$ cat config.mk
export PLATFORM = sky130hd
export DESIGN_NAME = keypad_to_pulse_distance_remote_core
export DESIGN_NICKNAME = d
export VERILOG_FILES = /design/src/sv/kpdr_pkg.sv /design/src/sv/kpdr_decode.sv /design/src/sv/kpdr_frame_seq.sv /design/src/sv/keypad_to_pulse_distance_remote_core.sv
export SDC_FILE = /design/constraint.sdc
export NUM_CORES = 1
export LEC_CHECK = 0
export ABC_AREA = 0
export BUFFER_PORTS_ARGS = -buffer_cell sky130_fd_sc_hd__buf_2
export CAP_MARGIN = 15
export CORE_UTILIZATION = 59
export DETAILED_ROUTE_END_ITERATION = 10
export GPL_ROUTABILITY_DRIVEN = 1
export HOLD_SLACK_MARGIN = 0.03
export MAX_ROUTING_LAYER = met4
export PLACE_DENSITY = 0.83
export SYNTH_ARGS = -nofsm -noshare
export SYNTH_HDL_FRONTEND = slang
export SYNTH_SLANG_ARGS = --single-unit
export TNS_END_PERCENT = 100
$ cat constraint.sdc
create_clock -name clk -period 4.4 [get_ports clk]
set_input_delay 0.44 -clock clk [delete_from_list [all_inputs] [get_ports clk]]
set_output_delay 0.44 -clock clk [all_outputs]
set_load 0.01 [all_outputs]
$ cat src/sv/kpdr_pkg.sv
// Package for the keypad to pulse-distance remote encoder.
// Holds the transaction payload types, key and command tables and the sequencer states.
// No dependencies.
package kpdr_pkg;

  localparam int KEY_W = 4;
  localparam int CMD_W = 5;

  localparam logic [4:0] HDR_MARK  = 5'd16;
  localparam logic [3:0] HDR_SPACE = 4'd8;
  localparam logic [3:0] RPT_SPACE = 4'd4;
  localparam logic [3:0] ONE_SPACE = 4'd3;
  localparam logic [3:0] ZERO_SPACE = 4'd1;
  localparam logic [4:0] BIT_MARK  = 5'd1;
  localparam logic [3:0] TRL_SPACE = 4'd0;

  localparam logic [7:0] ADDR_FIRST_RESET  = 8'h86;
  localparam logic [7:0] ADDR_SECOND_RESET = 8'h72;

  localparam logic CFG_ADDR_FIRST  = 1'b0;
  localparam logic CFG_ADDR_SECOND = 1'b1;

  typedef struct packed {
    logic             mode;
    logic [KEY_W-1:0] key;
    logic             held_first_check;
    logic             held_second_check;
  } in_t;

  typedef struct packed {
    logic [4:0] mark_units;
    logic [3:0] space_units;
    logic       last;
  } out_t;

  typedef enum logic [1:0] {
    KIND_PLAIN = 2'd0,
    KIND_DUAL  = 2'd1,
    KIND_ENC   = 2'd2,
    KIND_NONE  = 2'd3
  } kind_t;

  typedef enum logic [2:0] {
    ST_IDLE  = 3'd0,
    ST_HDR   = 3'd1,
    ST_BITS  = 3'd2,
    ST_RPT   = 3'd3,
    ST_TRAIL = 3'd4
  } state_t;

  typedef struct packed {
    logic       full;
    logic       rpt;
    logic [7:0] code;
  } dec_t;

  function automatic kind_t kind_of_key(input logic [KEY_W-1:0] key);
    kind_t k;
    case (key)
      4'd0, 4'd1, 4'd2: k = KIND_ENC;
      4'd3: k = KIND_DUAL;
      4'd4, 4'd5, 4'd6, 4'd7, 4'd8: k = KIND_PLAIN;
      default: k = KIND_NONE;
    endcase
    return k;
  endfunction

  function automatic logic [CMD_W-1:0] cmd_a(input logic [KEY_W-1:0] key);
    logic [CMD_W-1:0] c;
    case (key)
      4'd3: c = 5'd10;
      4'd4: c = 5'd6;
      4'd5: c = 5'd7;
      4'd6: c = 5'd3;
      4'd7: c = 5'd9;
      4'd8: c = 5'd4;
      default: c = 5'd0;
    endcase
    return c;
  endfunction

  function automatic logic [CMD_W-1:0] cmd_b(input logic [KEY_W-1:0] key);
    logic [CMD_W-1:0] c;
    case (key)
      4'd0, 4'd1, 4'd2: c = 5'd1;
      4'd3: c = 5'd5;
      4'd4: c = 5'd6;
      4'd5: c = 5'd7;
      4'd6: c = 5'd3;
      4'd7: c = 5'd9;
      4'd8: c = 5'd4;
      default: c = 5'd0;
    endcase
    return c;
  endfunction

  function automatic logic [7:0] cmd_code(input logic [CMD_W-1:0] cmd);
    logic [7:0] c;
    case (cmd)
      5'd0:  c = 8'h14;
      5'd1:  c = 8'h15;
      5'd2:  c = 8'h16;
      5'd3:  c = 8'h0E;
      5'd4:  c = 8'h0F;
      5'd5:  c = 8'h0A;
      5'd6:  c = 8'h12;
      5'd7:  c = 8'h13;
      5'd8:  c = 8'h09;
      5'd9:  c = 8'h07;
      5'd10: c = 8'h0D;
      default: c = 8'h00;
    endcase
    return c;
  endfunction

  function automatic logic [1:0] enc_next(input logic [1:0] v);
    logic [1:0] n;
    case (v)
      2'd0: n = 2'd1;
      2'd1: n = 2'd2;
      default: n = 2'd0;
    endcase
    return n;
  endfunction

endpackage

$ cat src/sv/kpdr_decode.sv
// Key event decoder: maps a key transaction to a full frame, a repeat frame or nothing.
// Keeps the last encoder contact. Depends on kpdr_pkg.
module kpdr_decode #(
  parameter int NUM_KEYS     = 9,
  parameter int NUM_COMMANDS = 11
) (
  input  logic          clk,
  input  logic          rst,
  input  kpdr_pkg::in_t item,
  input  logic          accept,
  output kpdr_pkg::dec_t dec
);

  logic       enc_last_valid;
  logic [1:0] enc_last_key;

  kpdr_pkg::kind_t               kind;
  logic                          in_range;
  logic                          sel;
  logic [kpdr_pkg::CMD_W-1:0]    cmd;
  logic                          cmd_ok;
  logic                          enc_upd;

  always_comb begin
    kind     = kpdr_pkg::kind_of_key(item.key);
    in_range = {1'b0, item.key} < 5'(NUM_KEYS);
    sel      = 1'b0;
    cmd      = kpdr_pkg::cmd_a(item.key);
    case (kind)
      kpdr_pkg::KIND_PLAIN: begin
        sel = 1'b1;
      end
      kpdr_pkg::KIND_DUAL: begin
        sel = 1'b1;
        if (!item.held_first_check && item.held_second_check) begin
          cmd = kpdr_pkg::cmd_b(item.key);
        end
      end
      kpdr_pkg::KIND_ENC: begin
        if (enc_last_valid && kpdr_pkg::enc_next(enc_last_key) == item.key[1:0]) begin
          sel = 1'b1;
        end else if (enc_last_valid &&
                     kpdr_pkg::enc_next(item.key[1:0]) == enc_last_key) begin
          sel = 1'b1;
          cmd = kpdr_pkg::cmd_b(item.key);
        end
      end
      default: begin
        sel = 1'b0;
      end
    endcase
    cmd_ok   = {1'b0, cmd} < 6'(NUM_COMMANDS);
    dec.full = !item.mode && in_range && sel && cmd_ok;
    dec.rpt  = item.mode && in_range &&
               (kind == kpdr_pkg::KIND_PLAIN || kind == kpdr_pkg::KIND_DUAL);
    dec.code = kpdr_pkg::cmd_code(cmd);
    enc_upd  = accept && !item.mode && in_range && kind == kpdr_pkg::KIND_ENC;
  end

  always_ff @(posedge clk) begin
    if (rst) begin
      enc_last_valid <= 1'b0;
      enc_last_key   <= 2'd0;
    end else if (enc_upd) begin
      enc_last_valid <= 1'b1;
      enc_last_key   <= item.key[1:0];
    end
  end

endmodule

$ cat src/sv/kpdr_frame_seq.sv
// Frame sequencer: one shift register and a bit counter emit the frame pair by pair.
// Holds the output register. Depends on kpdr_pkg.
module kpdr_frame_seq (
  input  logic           clk,
  input  logic           rst,
  input  logic           start,
  input  kpdr_pkg::dec_t dec,
  input  logic [7:0]     addr_first,
  input  logic [7:0]     addr_second,
  output logic           busy,
  output logic           out_valid,
  input  logic           out_ready,
  output kpdr_pkg::out_t out_data
);

  kpdr_pkg::state_t state;
  kpdr_pkg::state_t state_next;
  logic [31:0]      frame_bits;
  logic [4:0]       bit_cnt;
  logic             adv;
  kpdr_pkg::out_t   pair;

  assign busy = state != kpdr_pkg::ST_IDLE;
  assign adv  = busy && (!out_valid || out_ready);

  always_comb begin
    state_next = state;
    case (state)
      kpdr_pkg::ST_IDLE: begin
        if (start && dec.full) begin
          state_next = kpdr_pkg::ST_HDR;
        end else if (start && dec.rpt) begin
          state_next = kpdr_pkg::ST_RPT;
        end
      end
      kpdr_pkg::ST_HDR: begin
        if (adv) state_next = kpdr_pkg::ST_BITS;
      end
      kpdr_pkg::ST_BITS: begin
        if (adv && bit_cnt == 5'd31) state_next = kpdr_pkg::ST_TRAIL;
      end
      kpdr_pkg::ST_RPT: begin
        if (adv) state_next = kpdr_pkg::ST_TRAIL;
      end
      kpdr_pkg::ST_TRAIL: begin
        if (adv) state_next = kpdr_pkg::ST_IDLE;
      end
      default: begin
        state_next = kpdr_pkg::ST_IDLE;
      end
    endcase
  end

  always_comb begin
    pair.mark_units  = kpdr_pkg::BIT_MARK;
    pair.space_units = kpdr_pkg::TRL_SPACE;
    pair.last        = 1'b0;
    case (state)
      kpdr_pkg::ST_HDR: begin
        pair.mark_units  = kpdr_pkg::HDR_MARK;
        pair.space_units = kpdr_pkg::HDR_SPACE;
      end
      kpdr_pkg::ST_BITS: begin
        pair.space_units = frame_bits[0] ? kpdr_pkg::ONE_SPACE : kpdr_pkg::ZERO_SPACE;
      end
      kpdr_pkg::ST_RPT: begin
        pair.mark_units  = kpdr_pkg::HDR_MARK;
        pair.space_units = kpdr_pkg::RPT_SPACE;
      end
      kpdr_pkg::ST_TRAIL: begin
        pair.last = 1'b1;
      end
      default: begin
        pair.last = 1'b0;
      end
    endcase
  end

  always_ff @(posedge clk) begin
    if (rst) begin
      state     <= kpdr_pkg::ST_IDLE;
      out_valid <= 1'b0;
      bit_cnt   <= 5'd0;
    end else begin
      state <= state_next;
      if (adv) begin
        out_valid <= 1'b1;
      end else if (out_ready) begin
        out_valid <= 1'b0;
      end
      if (state == kpdr_pkg::ST_IDLE) begin
        bit_cnt <= 5'd0;
      end else if (adv && state == kpdr_pkg::ST_BITS) begin
        bit_cnt <= bit_cnt + 5'd1;
      end
    end
  end

  always_ff @(posedge clk) begin
    if (adv) begin
      out_data <= pair;
    end
    if (state == kpdr_pkg::ST_IDLE && start && dec.full) begin
      frame_bits <= {~dec.code, dec.code, addr_second, addr_first};
    end else if (adv && state == kpdr_pkg::ST_BITS) begin
      frame_bits <= {1'b0, frame_bits[31:1]};
    end
  end

  a_trail_ends: assert property (@(posedge clk) disable iff (rst)
    (state == kpdr_pkg::ST_TRAIL && adv) |=>
      (state == kpdr_pkg::ST_IDLE && out_valid && out_data.last))
    else $error("Trailer pair did not end the frame.");

  a_bits_count: assert property (@(posedge clk) disable iff (rst)
    (state == kpdr_pkg::ST_BITS && adv && bit_cnt == 5'd31) |=> state == kpdr_pkg::ST_TRAIL)
    else $error("Data bits did not end after 32 pairs.");

  a_zero_space_last: assert property (@(posedge clk) disable iff (rst)
    (out_valid && out_data.space_units == kpdr_pkg::TRL_SPACE) |-> out_data.last)
    else $error("Zero space appeared on a pair that is not the last.");

  a_idle_no_cnt: assert property (@(posedge clk) disable iff (rst)
    (state == kpdr_pkg::ST_HDR || state == kpdr_pkg::ST_RPT) |-> bit_cnt == 5'd0)
    else $error("Bit counter not cleared at frame start.");

endmodule

$ cat src/sv/keypad_to_pulse_distance_remote_core.sv
// Top level of the keypad to pulse-distance remote encoder.
// Instantiates kpdr_decode and kpdr_frame_seq and holds the address registers.
// Depends on kpdr_pkg.
//
// Usage: one key event is a transaction on the in channel (in_valid/in_ready, in_data).
// Each event yields a full frame of 34 (mark, space) pairs, a repeat frame of 2 pairs,
// or nothing. Pairs leave one per transaction on the out channel (out_valid/out_ready,
// out_data); last marks the final pair of a frame.
// A full frame is paced by the frame sequencer, which emits one pair per cycle, while
// out_ready is held high, from a 32-bit shift register. On an accepted transaction it
// moves from idle to the header state, then through the data bits to the trailer; a
// repeat frame moves from the repeat state to the trailer. Each pair is registered
// into the output register. An event that sends nothing leaves the sequencer idle.
// in_ready is low while a frame is being sent.
// When the receiver holds out_ready low, the output register keeps its pair and the
// sequencer waits; nothing is dropped.
// The user must write the address registers (cfg_we, cfg_index, cfg_data) while idle;
// the block does not enforce it. Reset (rst, synchronous) restores address bytes 0x86
// and 0x72, forgets the last encoder contact and empties the output register.
module keypad_to_pulse_distance_remote_core #(
  parameter int NUM_KEYS     = 9,
  parameter int NUM_COMMANDS = 11
) (
  input  logic           clk,
  input  logic           rst,
  input  logic           in_valid,
  output logic           in_ready,
  input  kpdr_pkg::in_t  in_data,
  output logic           out_valid,
  input  logic           out_ready,
  output kpdr_pkg::out_t out_data,
  input  logic           cfg_we,
  input  logic           cfg_index,
  input  logic [7:0]     cfg_data
);

  logic [7:0]     address_byte_first;
  logic [7:0]     address_byte_second;
  logic           accept;
  logic           busy;
  kpdr_pkg::dec_t dec;

  assign in_ready = !busy;
  assign accept   = in_valid && in_ready;

  always_ff @(posedge clk) begin
    if (rst) begin
      address_byte_first  <= kpdr_pkg::ADDR_FIRST_RESET;
      address_byte_second <= kpdr_pkg::ADDR_SECOND_RESET;
    end else if (cfg_we) begin
      case (cfg_index)
        kpdr_pkg::CFG_ADDR_FIRST:  address_byte_first  <= cfg_data;
        kpdr_pkg::CFG_ADDR_SECOND: address_byte_second <= cfg_data;
        default: address_byte_first <= address_byte_first;
      endcase
    end
  end

  kpdr_decode #(
    .NUM_KEYS     (NUM_KEYS),
    .NUM_COMMANDS (NUM_COMMANDS)
  ) u_decode (
    .clk    (clk),
    .rst    (rst),
    .item   (in_data),
    .accept (accept),
    .dec    (dec)
  );

  kpdr_frame_seq u_seq (
    .clk         (clk),
    .rst         (rst),
    .start       (accept),
    .dec         (dec),
    .addr_first  (address_byte_first),
    .addr_second (address_byte_second),
    .busy        (busy),
    .out_valid   (out_valid),
    .out_ready   (out_ready),
    .out_data    (out_data)
  );

endmodule
==> metrics.md <==
| Metric | Value |
|---|---|
| Hold_sp | cfg_data[1] |
| Antenna violations before repair | 0 |
| DP Cell Count | 391 |
| Share of layout cells above drive strength 1 | 20.6% |
| Post-Route WL | approximately 6000 µm |
| Worst hold path depth | 3 |
| Crit path arrival time | between 3000 and 4000 ps |
| Reg-to-reg critical path endpoint | u_seq.frame_bits[26]$_DFFE_PP_ |
| Die H | a little under 80 µm |
| Leakage | 1.38 nW |
| Post-synthesis async set-or-reset flop share | 0% |
| # rows | 27 |
| Routed via count | around 2,400 |
| Starting DRT DRC Count | approximately 120 |
| DP Wirelength | approximately 4200 µm |
| Setup Slack @ Placement | between 600 and 700 ps |
| Number of post-CTS setup repair buffers | 0 |
| Die area | 5970 µm² |
| Peak VDD IR | around 0.19 mV |
| Mapped Avg Cell Area | around 11 µm² |
| Post-route ant nets | 0 |
| CP Capture Type | register |
| Horiz. Die Dim | between 70 and 80 µm |
| Setup violators final | 0 |
| Io pins | 33 |
| Worst-path clk slew | 70 ps |
| Power per cell area | 397 nW/µm² |
| Worst Hold Margin | about 340 ps |
| First-pass GRT wire length | slightly above 10,000 µm |
| MaxCap Viol Count | 0 |
| Initial Util | between 60% and 70% |
| Overall Power | approximately 1.5 mW |
| Final core occ | around two thirds |
| Fin. Hold Viols | 0 |
| Final WS setup | approximately 1000 ps |
| Sum of negative setup slack | 0 ps |
| Status | finished, final reports clean |
| CORE AREA | ~5500 µm² |
| Antenna cells | 0 |
| Layout Area Growth over Synthesis | 10.8% |
| FILL cells | slightly above 400 |
| Crit start category | primary input |
| Synthesized area | roughly 3300 µm² |
| Clk_lat worst skew | about 340 ps |
| Min cycle time layout | between 3000 and 4000 ps |
| CTS-repair resized insts | 0 |
| Rel. slew slack | 45.2% |
| # DRC | 0 |
| NumNets Final | between 300 and 400 |
| Design Area, Final | 3710 µm² |
| Hold-fix buffers, CTS | 0 |
| Routability congestion estimate | between 0.8 and 0.9 |
| Clock Tree Buf Depth | 2 |
| Gr usage total | ~23% |
| Total CTS buffers | 9 |
| Post-synthesis cell count | just over 300 |
| Fin crit share | 76.9% |
| Worst Skew | 14.4 ps |
| TritonCTS clock tree | yes |
| Worst Hold End | address_byte_first[1]$_SDFFE_PP1P_ |
| Vias in the first global route | ~2,300 |
| Most common flop cell mapped by yosys | edfxtp_1 |
| Worst slew pin tran | 818 ps |
| Drt first pass iters | 4 |
| Register area share after synthesis | between 50% and 60% |
| Slew Limit Fails | 0 |
| Dpl cell area | approximately 3500 µm² |
| Largest net degree at the start of global routing | 33 |
| Class of the worst hold path | in2reg |
| Worst r2r path cells | 7 |
| Yosys warning count | 0 |
| Synthesis-stage register bit count | 67 |
| Grt ovf | 0 |
| Clk sinks | 67 |
| Crit path max fanout | 27 |
| FF-to-FF setup slack | 1380 ps |
| Reg2Reg Launch Point | u_decode.enc_last_key[1]$_SDFFE_PP0P_ |
| Via density | roughly 5.8 |
| Root Driver | clkbuf_8 |
| CTS HTree Levels | 3 |
| RSZ-0062 raised after global routing | no |
| Routed len/inst | between 10 and 15 µm |
| EDFF count, synth | 39 |
| PortBufs | 29 |
| F_max | between 0.2 and 0.3 GHz |
| Crit path required time | between 4000 and 5000 ps |
| Unique cell type count in the Yosys netlist | 63 |
| Number of non-filler instances in the completed layout | 407 |
| WS Path Type | in2reg |
## placed cells by master, fill, tap and decap left out, types with 3 or more instances in the layout
cell / n
nor2b_1: 7
o21ai_0: 5
nand2_1: 37
mux2_1: 10
or3_1: 3
nand2b_1: 7
nor3b_1: 3
mux2i_1: 3
nor3_1: 4
mux2_2: 6
inv_1: 12
clkbuf_8: 9
a211o_1: 4
and2_1: 7
conb_1: 3
nand3_1: 9
or2_2: 3
nor2_1: 12
buf_2: 29
and3_1: 6
a21oi_1: 21
nor4_1: 3
a211oi_1: 3
nand3b_1: 3
ha_1: 10
dfxtp_1: 28
edfxtp_1: 39
## synthesized netlist by cell type (4+ instances only)
cell / instances / area share [%]
o21ai_0: 5 / 0.75
a21oi_1: 21 / 3.1
nand2b_1: 7 / 1.3
edfxtp_1: 39 / 35
mux2_1: 10 / 3.4
clkbuf_1: 8 / 0.90
a211o_1: 4 / 1.0
buf_4: 4 / 0.90
and2_1: 7 / 1.3
ha_1: 10 / 3.7
nand2_1: 37 / 4.2
mux2_2: 6 / 2.0
inv_1: 12 / 1.3
nand3_1: 9 / 1.3
nor3_1: 4 / 0.60
dfxtp_1: 28 / 17
nor2b_1: 7 / 1.3
nor2_1: 12 / 1.3
and3_1: 6 / 1.1
## sequential cells by signal, summed over array words and instances, names as in the netlist
signal                   cells
u_seq.bit_cnt                5
u_seq.frame_bits            32
u_seq.out_data               7
u_decode.enc_last_key        2
address_byte_second          8
address_byte_first           8
u_decode.enc_last_valid      1
u_seq.out_valid              1
u_seq.state                  3
## critical path: stages
cell     delay, ps
buf_2          180
nor2b_1        150
o21ai_0        120
and2_1         200
ha_1           370
or4b_4         520
a21oi_2        220
nor2_2         100
o21ai_4        660
inv_4          140
mux2_4         330
## worst max path at each step
stage	startpoint	to
2_1_floorplan	in_data[4]	u_seq.frame_bits[0]$_DFFE_PP_
3_3_place_gp	in_data[2]	u_seq.frame_bits[26]$_DFFE_PP_
3_5_place_dp	in_data[2]	u_seq.frame_bits[26]$_DFFE_PP_
4_1_cts	in_data[2]	u_seq.frame_bits[26]$_DFFE_PP_
5_1_grt	in_data[2]	u_seq.frame_bits[26]$_DFFE_PP_
6_report	in_data[2]	u_seq.frame_bits[26]$_DFFE_PP_
## layer usage
layer	vias to the layer above	part of all wire (%)	GRT usage, %
li1	1161	-	-
met1	1129	46	27.0
met2	61	49	37.8
met3	8	4.3	5.24
met4	0	1.2	8.68
met5	-	0	-
## layout make-up
cell class              count  area, µm²  area share, %
clock buffers              10        149           4.02
clock inverters             6       61.3           1.65
inverters                  13       51.3           1.38
multi-input cells         209       1470           39.7
flip-flops and latches     67       1730           46.7
well taps                  72       90.1           2.43
repair buffers             30        153           4.12
## cells by family after synthesis
group	Yosys count	share of synthesized area (%)
flip-flops	67	51.8
other	1	0.112
multiplexers	21	7.18
adder cells (fa/ha/maj)	10	3.74
buffers and inverters	30	4.45
AND/OR/NAND/NOR	112	18.3
XOR/XNOR	3	0.786
AO/OA/AOI/OAI	60	13.7
## power by group
| group | internal, mW | switching, mW | total [mW] |
|---|---|---|---|
| Combinational | 0.0782 | 0.124 | 0.202 |
| Clock | 0.294 | 0.230 | 0.524 |
| Sequential | 0.727 | 0.0198 | 0.747 |
(Power assumes the default switching activity.)
